`src/rtl/dlcg_pkg.sv`:
```
`timescale 1ns / 1ps

package dlcg_pkg;

    localparam int unsigned WordWidth  = 32;
    localparam int unsigned IndexWidth = 3;

    localparam logic                 RstCombinedMode = 1'b1;
    localparam logic [WordWidth-1:0] RstMultMain     = 32'd1664525;
    localparam logic [WordWidth-1:0] RstIncrMain     = 32'd1013904223;
    localparam logic [WordWidth-1:0] RstMultSecond   = 32'd69069;
    localparam logic [WordWidth-1:0] RstIncrSecond   = 32'd3;
    localparam logic [WordWidth-1:0] RstSeedMain     = 32'd0;
    localparam logic [WordWidth-1:0] RstSeedSecond   = 32'd0;
    localparam logic [WordWidth-1:0] RstSeedSkip     = 32'd0;

    typedef enum logic [IndexWidth-1:0] {
        CFG_COMBINED_MODE = 3'd0,
        CFG_MULT_MAIN     = 3'd1,
        CFG_INCR_MAIN     = 3'd2,
        CFG_MULT_SECOND   = 3'd3,
        CFG_INCR_SECOND   = 3'd4,
        CFG_SEED_MAIN     = 3'd5,
        CFG_SEED_SECOND   = 3'd6,
        CFG_SEED_SKIP     = 3'd7
    } cfg_index_t;

    typedef enum logic [1:0] {
        ST_IDLE,
        ST_MAIN,
        ST_SECOND,
        ST_COMBINE
    } state_t;

    typedef struct packed {
        logic main_en;
        logic second_en;
        logic combine_en;
        logic imag;
        logic last;
    } step_t;

endpackage

```
`src/rtl/dlcg_mac.sv`:
```
`timescale 1ns / 1ps

module dlcg_mac
    import dlcg_pkg::*;
(
    input  logic [WordWidth-1:0] x,
    input  logic [WordWidth-1:0] mult,
    input  logic [WordWidth-1:0] incr,
    output logic [WordWidth-1:0] result
);

    // The product is kept modulo 2^32, so only its low word is formed.
    assign result = x * mult + incr;

endmodule

```
`src/rtl/dlcg_ctrl.sv`:
```
`timescale 1ns / 1ps

module dlcg_ctrl
    import dlcg_pkg::*;
(
    input  logic  aclk,
    input  logic  aresetn,
    input  logic  start,
    input  logic  combined,
    input  logic  out_free,
    output logic  idle,
    output step_t step
);

    state_t state_reg, state_next;
    logic   imag_reg, imag_next;

    always_ff @(posedge aclk) begin
        if (!aresetn) begin
            state_reg <= ST_IDLE;
            imag_reg  <= 1'b0;
        end else begin
            state_reg <= state_next;
            imag_reg  <= imag_next;
        end
    end

    always_comb begin
        state_next      = state_reg;
        imag_next       = imag_reg;
        idle            = 1'b0;
        step            = '0;
        step.imag       = imag_reg;
        case (state_reg)
            ST_IDLE: begin
                idle = 1'b1;
                if (start) begin
                    state_next = ST_MAIN;
                    imag_next  = 1'b0;
                end
            end
            ST_MAIN: begin
                if (combined) begin
                    step.main_en = 1'b1;
                    state_next   = ST_SECOND;
                end else if (!imag_reg) begin
                    step.main_en = 1'b1;
                    imag_next    = 1'b1;
                end else if (out_free) begin
                    step.main_en = 1'b1;
                    step.last    = 1'b1;
                    state_next   = ST_IDLE;
                end
            end
            ST_SECOND: begin
                step.second_en = 1'b1;
                state_next     = ST_COMBINE;
            end
            ST_COMBINE: begin
                if (!imag_reg) begin
                    step.combine_en = 1'b1;
                    imag_next       = 1'b1;
                    state_next      = ST_MAIN;
                end else if (out_free) begin
                    step.combine_en = 1'b1;
                    step.last       = 1'b1;
                    state_next      = ST_IDLE;
                end
            end
            default: begin
                state_next = ST_IDLE;
            end
        endcase
    end

endmodule

```
`src/rtl/dual_lcg_complex_uniform.sv`:
```
`timescale 1ns / 1ps

// Complex uniform sample generator built on linear congruential generators.
// The input stream carries requests: s_tdata bit 0 set asks for one sample,
// a word with that bit clear is taken and produces nothing. Each sample
// leaves on the output stream as two 32-bit fractions of 2^-32.
// One multiply-add unit serves every main and second step, one step per
// cycle unless a final step waits for the output. A request is two main
// steps in single mode, and main step, second step and combine, twice, in
// combined mode. The result is valid the cycle after the last step, and
// the block takes the next request in that same cycle. The output register
// lets work on the next request go on while a sample waits; only the final
// step of that request holds until the receiver takes the waiting word.
// Reset loads the documented register defaults and the seeds into the
// generator states. Configuration is written through cfg_wr_en, cfg_index
// and cfg_data, which the user must do only while no request is in flight
// (not checked by the block); a seed write also loads the matching generator state.
module dual_lcg_complex_uniform
    import dlcg_pkg::*;
(
    input  logic                   aclk,
    input  logic                   aresetn,
    input  logic                   s_tvalid,
    output logic                   s_tready,
    input  logic [7:0]             s_tdata,   // [0] request, [7:1] zero
    output logic                   m_tvalid,
    input  logic                   m_tready,
    output logic [2*WordWidth-1:0] m_tdata,   // [31:0] real_frac, [63:32] imag_frac
    input  logic                   cfg_wr_en,
    input  logic [IndexWidth-1:0]  cfg_index,
    input  logic [WordWidth-1:0]   cfg_data
);

    logic                 combined_mode_reg;
    logic [WordWidth-1:0] mult_main_reg, incr_main_reg;
    logic [WordWidth-1:0] mult_second_reg, incr_second_reg;
    logic [WordWidth-1:0] main_state_reg, main_state_next;
    logic [WordWidth-1:0] second_state_reg, second_state_next;
    logic [WordWidth-1:0] skip_marker_reg, skip_marker_next;
    logic [WordWidth-1:0] real_reg, real_next;
    logic [2*WordWidth-1:0] out_reg, out_next;
    logic                 out_valid_reg, out_valid_next;

    logic                 idle;
    logic                 out_free;
    step_t                step;
    logic [WordWidth-1:0] mac_x, mac_mult, mac_incr, mac_result;
    logic [WordWidth-1:0] diff;
    logic [WordWidth-1:0] sample;

    assign out_free = !out_valid_reg || m_tready;

    dlcg_ctrl u_ctrl (
        .aclk     (aclk),
        .aresetn  (aresetn),
        .start    (s_tvalid && s_tdata[0]),
        .combined (combined_mode_reg),
        .out_free (out_free),
        .idle     (idle),
        .step     (step)
    );

    assign mac_x    = step.second_en ? second_state_reg : main_state_reg;
    assign mac_mult = step.second_en ? mult_second_reg  : mult_main_reg;
    assign mac_incr = step.second_en ? incr_second_reg  : incr_main_reg;

    dlcg_mac u_mac (
        .x      (mac_x),
        .mult   (mac_mult),
        .incr   (mac_incr),
        .result (mac_result)
    );

    assign diff   = main_state_reg - second_state_reg;
    assign sample = step.combine_en ? {diff[WordWidth-1:9], 1'b1, 8'h00} : mac_result;

    always_comb begin
        main_state_next   = main_state_reg;
        second_state_next = second_state_reg;
        skip_marker_next  = skip_marker_reg;
        real_next         = real_reg;
        out_next          = out_reg;
        out_valid_next    = out_valid_reg && !m_tready;

        if (cfg_wr_en) begin
            case (cfg_index_t'(cfg_index))
                CFG_SEED_MAIN:   main_state_next   = cfg_data;
                CFG_SEED_SECOND: second_state_next = cfg_data;
                CFG_SEED_SKIP:   skip_marker_next  = cfg_data;
                default: begin
                end
            endcase
        end

        if (step.main_en) begin
            main_state_next = mac_result;
        end
        if (step.second_en) begin
            second_state_next = mac_result;
        end
        if (step.combine_en && (second_state_reg == skip_marker_reg)) begin
            second_state_next = second_state_reg + WordWidth'(1);
            skip_marker_next  = skip_marker_reg + WordWidth'(1);
        end

        if ((step.main_en && !combined_mode_reg) || step.combine_en) begin
            if (step.imag) begin
                out_next       = {sample, real_reg};
                out_valid_next = 1'b1;
            end else begin
                real_next = sample;
            end
        end
    end

    always_ff @(posedge aclk) begin
        if (!aresetn) begin
            combined_mode_reg <= RstCombinedMode;
            mult_main_reg     <= RstMultMain;
            incr_main_reg     <= RstIncrMain;
            mult_second_reg   <= RstMultSecond;
            incr_second_reg   <= RstIncrSecond;
            main_state_reg    <= RstSeedMain;
            second_state_reg  <= RstSeedSecond;
            skip_marker_reg   <= RstSeedSkip;
            out_valid_reg     <= 1'b0;
        end else begin
            if (cfg_wr_en) begin
                case (cfg_index_t'(cfg_index))
                    CFG_COMBINED_MODE: combined_mode_reg <= cfg_data[0];
                    CFG_MULT_MAIN:     mult_main_reg     <= cfg_data;
                    CFG_INCR_MAIN:     incr_main_reg     <= cfg_data;
                    CFG_MULT_SECOND:   mult_second_reg   <= cfg_data;
                    CFG_INCR_SECOND:   incr_second_reg   <= cfg_data;
                    default: begin
                    end
                endcase
            end
            main_state_reg   <= main_state_next;
            second_state_reg <= second_state_next;
            skip_marker_reg  <= skip_marker_next;
            out_valid_reg    <= out_valid_next;
        end
    end

    always_ff @(posedge aclk) begin
        real_reg <= real_next;
        out_reg  <= out_next;
    end

    assign s_tready = idle;
    assign m_tvalid = out_valid_reg;
    assign m_tdata  = out_reg;

    a_one_step: assert property (@(posedge aclk) disable iff (!aresetn)
        $onehot0({step.main_en, step.second_en, step.combine_en}))
        else $error("more than one generator step in a cycle");

    a_ready_idle: assert property (@(posedge aclk) disable iff (!aresetn)
        s_tready |-> !(step.main_en || step.second_en || step.combine_en))
        else $error("request taken while a step is active");

    a_no_overwrite: assert property (@(posedge aclk) disable iff (!aresetn)
        step.last |-> (!out_valid_reg || m_tready))
        else $error("final step overwrote a waiting sample");

    a_combined_low_bits: assert property (@(posedge aclk) disable iff (!aresetn)
        $rose(out_valid_reg) && combined_mode_reg |->
            (out_reg[8:0] == 9'h100) && (out_reg[40:32] == 9'h100))
        else $error("combined sample lacks its fixed low bits");

endmodule
```
`config.mk`:
```
export PLATFORM = sky130hd
export DESIGN_NAME = dual_lcg_complex_uniform
export DESIGN_NICKNAME = d
export VERILOG_FILES = /design/src/rtl/dlcg_pkg.sv /design/src/rtl/dlcg_mac.sv /design/src/rtl/dlcg_ctrl.sv /design/src/rtl/dual_lcg_complex_uniform.sv
export SDC_FILE = /design/constraint.sdc
export NUM_CORES = 2
export LEC_CHECK = 0
export BUFFER_PORTS_ARGS = -buffer_cell sky130_fd_sc_hd__buf_2
export CAP_MARGIN = 20
export CORE_MARGIN = 8
export CORE_UTILIZATION = 45
export CTS_CLUSTER_DIAMETER = 120
export CTS_CLUSTER_SIZE = 10
export DETAILED_ROUTE_END_ITERATION = 6
export GPL_TIMING_DRIVEN = 0
export MAX_ROUTING_LAYER = met4
export PLACE_DENSITY = 0.64
export SYNTH_ARGS = -nofsm -noshare
export SYNTH_HDL_FRONTEND = slang
export SYNTH_SLANG_ARGS = --single-unit
```
`constraint.sdc`:
```
create_clock -name aclk -period 22.5 [get_ports aclk]
set_input_delay 2.25 -clock aclk [delete_from_list [all_inputs] [get_ports aclk]]
set_output_delay 2.25 -clock aclk [all_outputs]
set_load 0.005 [all_outputs]
```
* After elaboration in Yosys (flattened, before gate mapping) *
Cells that the tools add are included.

storage, ports and cells
  latch bits = 0
  bits in registers = 325
  bits in read-only memories = 0
  memories kept = 0
  RAM bits = 0

operators by class
  multipliers = 1
  eq/ne operators = 14
  shifts and indexed selects = 0
  order comparisons = 0
  div/mod/pow operators = 0
  add/sub/neg operators = 4
  reductions and logical operators = 30
  multiplexer cells = 32
  bitwise operators = 1

operators by type and width
  kind                     count
  $mux W32                 14
  $add A32 B1 Y32 const B  2
  $add A32 B32 Y32         1
  $eq A32 B32 Y1           1
  $mul A32 B32 Y32         1
  $sub A32 B32 Y32         1
  $reduce_and A2 Y1        11
  $eq A3 B3 Y1 const B     4
  $mux W1                  11
  $mux W2                  5
  $reduce_bool A3 Y1       3
  $pmux W2 S4              1
  $reduce_bool A2 Y1       4
  $eq A3 B2 Y1 const B     2
  $eq A2 B2 Y1 const B     2
  $logic_and A1 B1 Y1      4
  $eq A3 B1 Y1 const B     1
  $logic_not A1 Y1         3
  $logic_not A3 Y1         1
  $ne A3 B2 Y1 const B     1
  $pmux W1 S3              1
  $reduce_and A3 Y1        1
  $eq A2 B1 Y1 const B     1
  $logic_not A2 Y1         1
  4 further kinds          5

* Longest topological paths before layout *
  word-level depth = 9
  depth in mapped cells = 37
  depth with buffers taken out = 31

* Cells and area by module *
A second synthesis with hierarchy kept.

second synthesis, totals
  cells, all modules = 3713
  area, all modules = 33512.1 sq um

modules (own cells, without submodules)
  module                    times used  cells each  area an instance (sq um)
  dlcg_mac                  1           1872        16872.4
  dual_lcg_complex_uniform  1           1803        16335.7
  dlcg_ctrl                 1           38          304.0

* Least setup slack after synthesis *
No wires, ideal clock.

  path kind = reg2reg
  start point = register u_ctrl.state_reg[1]
  end point = register second_state_reg[29]
  period minus slack after synthesis = 9.260 ns
  arrival time = 9.144 ns
  path slack = 13.240 ns
  buffers on the path = 7
  cell stages (with the launch flop) = 36
  cells stage by stage = dfxtp_1 -> nand2b_1 -> buf_6 -> buf_6 -> clkbuf_1 -> clkbuf_1 -> clkbuf_1 -> clkbuf_1 -> clkbuf_1 -> mux2i_1 -> fa_1 -> inv_1 -> fa_1 -> fa_1 -> inv_1 -> fa_1 -> inv_1 -> fa_1 -> inv_1 -> fa_1 -> inv_1 -> fa_1 -> inv_1 -> fa_1 -> inv_1 -> ha_1 -> and3_1 -> and3_1 -> a211o_1 -> a221o_1 -> a31o_2 -> a41oi_1 -> nor2b_1 -> xor2_1 -> a31oi_1 -> o211a_1

on the way
  word-level cells in the longest chain between the ends = 7

ends and longest elaborated chain
  element                             line                                                            source
  from (decl)                         dlcg_ctrl.sv:15                                                 state_t state_reg, state_next;
  from (signal assigned)              dlcg_ctrl.sv:23                                                 state_reg <= state_next;
  $eq A2 B2 Y1                        dlcg_ctrl.sv:34                                                 case (state_reg)
  $mux W1                             dlcg_ctrl.sv:34
  $mux W32, on equally long branches  dual_lcg_complex_uniform.sv:63, dual_lcg_complex_uniform.sv:64
  $mul A32 B32 Y32                    dlcg_mac.sv:13                                                  assign result = x * mult + incr;
  $add A32 B32 Y32                    dlcg_mac.sv:13
  $mux W32                            dual_lcg_complex_uniform.sv:98                                  if (step.second_en) begin
  $mux W32                            dual_lcg_complex_uniform.sv:101                                 if (step.combine_en && (second_state_reg == skip_marker_reg)) begin
  to (signal assigned)                dual_lcg_complex_uniform.sv:124                                 second_state_reg <= RstSeedSecond;
  to (signal assigned)                dual_lcg_complex_uniform.sv:140                                 second_state_reg <= second_state_next;
  to (decl)                           dual_lcg_complex_uniform.sv:38                                  logic [WordWidth-1:0] second_state_reg, second_state_next;

Parallel ways exist; a longest one is shown, timed or not.
A chain may end at the register's enable or synchronous reset.

* Final worst setup path *
Ends and elaborated chain as after synthesis.

==> impl_results.md <==
* Port Buf Inserts at 102
* Largest family of logic cells by synthesized area: adder cells
* Post-cts sizing count at 0
* Xor and xnor area share after synthesis at 0.04582
* HPWL Detailed at 108300 um
* Max incr delay on CP at 0.88 ns
* Most frequent cells in the layout: nand2_1, inv_1, fa_1
* DIE WIDTH at 284.9 um
* Tcrit/Tclk final at 0.5909
* Min cycle time layout at 13.30 ns
* Post-synth EDFFs at 96
* Mux cell area share after synthesis at 0.03552
* Routability cong. at 1.046
* Commonest non-fill, non-tap cell in the layout: nand2_1
* Final Hold Viols at 0
* CTS sink cnt at 325
* Fill cells at 7038
* Top sig layer: met4
* Met1 wire length at 53180 um
* Die Span Y at 284.9 um
* Share of cells above drive strength 1 at 0.05993
* Crit path kind: register to register
* Post-synthesis compound-gate area fraction at 0.1034
* Htree depth at 2
* Sequential element share of the synthesized area at 0.2294
* # hold bufs at CTS at 0
* CP Capture Type: register
* Fin Clk Skew at 0.02849 ns
* P&R area growth vs syn at 9.460%
* Buf+Inv Stages, Crit Path at 14
* CP required at 22.97 ns
* Clock Root Buffer: clkbuf_16
* Syn Inst Count at 3735
* Vias at 28100
* Vias in the first global route at 27740
* Syn nets at 4377
* CP max stage cell: xor2_1
* Die ar. at 81190 um2
* Post-synthesis simple-gate area fraction at 0.1717
* Nets at 4548
* Most frequent CP cell: fa_1
* Worst R2R Path Depth at 35
* Mapped Area at 32550 um2
* Met2 WL post-DR at 57150 um
* Critical path depth at 35
* Final setup fails at 0
* Gr usage total at 0.3338
* Setup crit start kind: register
* Post-DR vias/cell at 5.767
* F_max at 75.21 MHz
* Clk_lat worst skew at 0.58 ns
* RSZ-0062 raised after global routing: false
* Core Rows at 98
* Rel. slew slack at 0.1460
* Final Max Tran Viols at 0
* Dominant synthesized flop cell: dfxtp_1
* Cell variety after synth at 68
* Routed WL at 134500 um
* Routed wl met3 at 14670 um
* Max-cap viol count at 0
* Avg Inst Size Synth at 8.715 um2
* HP Class: register to register
* YS warnings at 0
* Total CTS buffers at 38
* Hold path depth at 0
* IO Count at 114
* First-pass GRT wire length at 192600 um
* Sum Neg Setup Slack at 0 ns
* Initial Util at 0.4545
* Run status: finished, final reports clean
* Largest net degree at the start of global routing at 35
* Drt pass-1 iters at 6
* Drt wl/cell at 27.61 um
* Worst slew pin tran at 1.278 ns
* Post-Synth Adder-Cell Area at 0.3294
* Worst EP arrival at 13.77 ns
* Antenna violations before repair at 2
* Core Region at 71610 um2
* CP top delay family: adder cells
* Max reg flops at 64
* Clock Path Buffers at 3
* Async SR Flop Fraction at 0
* Critical path fanouts, max at 10
* CTS tree: built
* Drt initial violations at 3280
* Reg clk slew, reported paths at 0.06 ns
* Final antenna-violating net count at 0
* Remaining DRCs at 0
* # Post-CTS Setup Buffers at 0
* Synthesis-stage register bit count at 325
* Grt total ovfl at 0
[per-layer routing]
layer  GRT usage  vias to the layer above
li1            -                    12230
met1      0.4252                    13900
met4      0.1833                        0
met2      0.4857                     1578
met3     0.08351                      392
met5           -                        -
[Yosys cell counts, drive strengths merged, types with 18 or more instances]
cell	number	area (um2)
nand2	647	2429
inv	533	2001
fa	438	8768
nor2	362	1359
dfxtp	229	4584
clkbuf	176	660.6
ha	156	1952
o21ai	139	695.7
a21boi	104	780.8
xnor2	102	908.4
mux2i	98	1010
a21oi	96	480.5
edfxtp	96	2883
nand3	96	480.5
xor2	46	402.9
a211oi	37	277.8
nor3	35	180.2
o211a	31	310.3
nand2b	29	181.4
and3	25	156.4
nor2b	25	156.4
or2	23	143.9
and2	22	137.6
a31oi	21	146.4
a21o	18	135.1
[logic make-up (layout without fill, tap and decap cells)]
family                     after synthesis  count (layout)
other                                    0               2
and+or+nand+nor                       1314            1314
AOI/OAI and AO/OA                      510             510
DFF                                    325             325
xor gates and xnor gates               156             156
adders and majority gates              594             594
buffers and inverters                  726             912
muxes                                  110             110
[cell type report]
cell class	count	area, um2	area share
tap	950	1189	0.03336
inverter	533	2001	0.05615
clock inverter	4	70.07	0.001967
antenna	2	5.005	0.0001405
sequential	325	7467	0.2096
timing repair buffer	131	789.5	0.02216
clock buffer	51	999.7	0.02806
buffer	193	758.2	0.02128
multi-input combinational	2684	22350	0.6273
[final timing paths]
kind | slack [ns] | to | start
min reg2reg | 0.42 | m_tdata[6]$_DFFE_PP_ | real_reg[6]$_DFFE_PP_
max reg2reg | 9.20 | second_state_reg[29]$_SDFFE_PN0P_ | u_ctrl.state_reg[1]$_SDFFE_PN0P_
max | 9.20 | second_state_reg[29]$_SDFFE_PN0P_ | u_ctrl.state_reg[1]$_SDFFE_PN0P_
min | 0.42 | m_tdata[6]$_DFFE_PP_ | real_reg[6]$_DFFE_PP_
[worst reg2reg max path, delay by kind of cell (launching register included)]
kind / cells / cell delay, ns
mux: 1 / 0.77
flops: 1 / 0.47
simple gates: 4 / 0.79
buf+inv: 14 / 4.01
fa+ha+maj: 9 / 4.32
xor+xnor: 1 / 0.88
compound gates: 6 / 1.94
[stage by stage]
| step | instances | utilization | area [um2] | hold WS [ns] | setup WS (ns) |
|---|---|---|---|---|---|
| 5_1_grt | 4872 | 0.4975 | 35630 | 0.4189 | 8.873 |
| 3_3_place_gp | 4787 | 0.4783 | 34250 | 0.4007 | 9.521 |
| 6_report | 4873 | 0.4975 | 35630 | 0.4157 | 9.205 |
| 2_1_floorplan | 3735 | - | 32550 | 0.4003 | 13.24 |
| 3_5_place_dp | 4811 | 0.4820 | 34520 | 0.4045 | 9.446 |
| 4_1_cts | 4866 | 0.4969 | 35590 | 0.4173 | 9.415 |
Power is left out: the tool's default activity adds up to more than one toggle a clock period on the data nets, which glitch-free logic cannot reach.
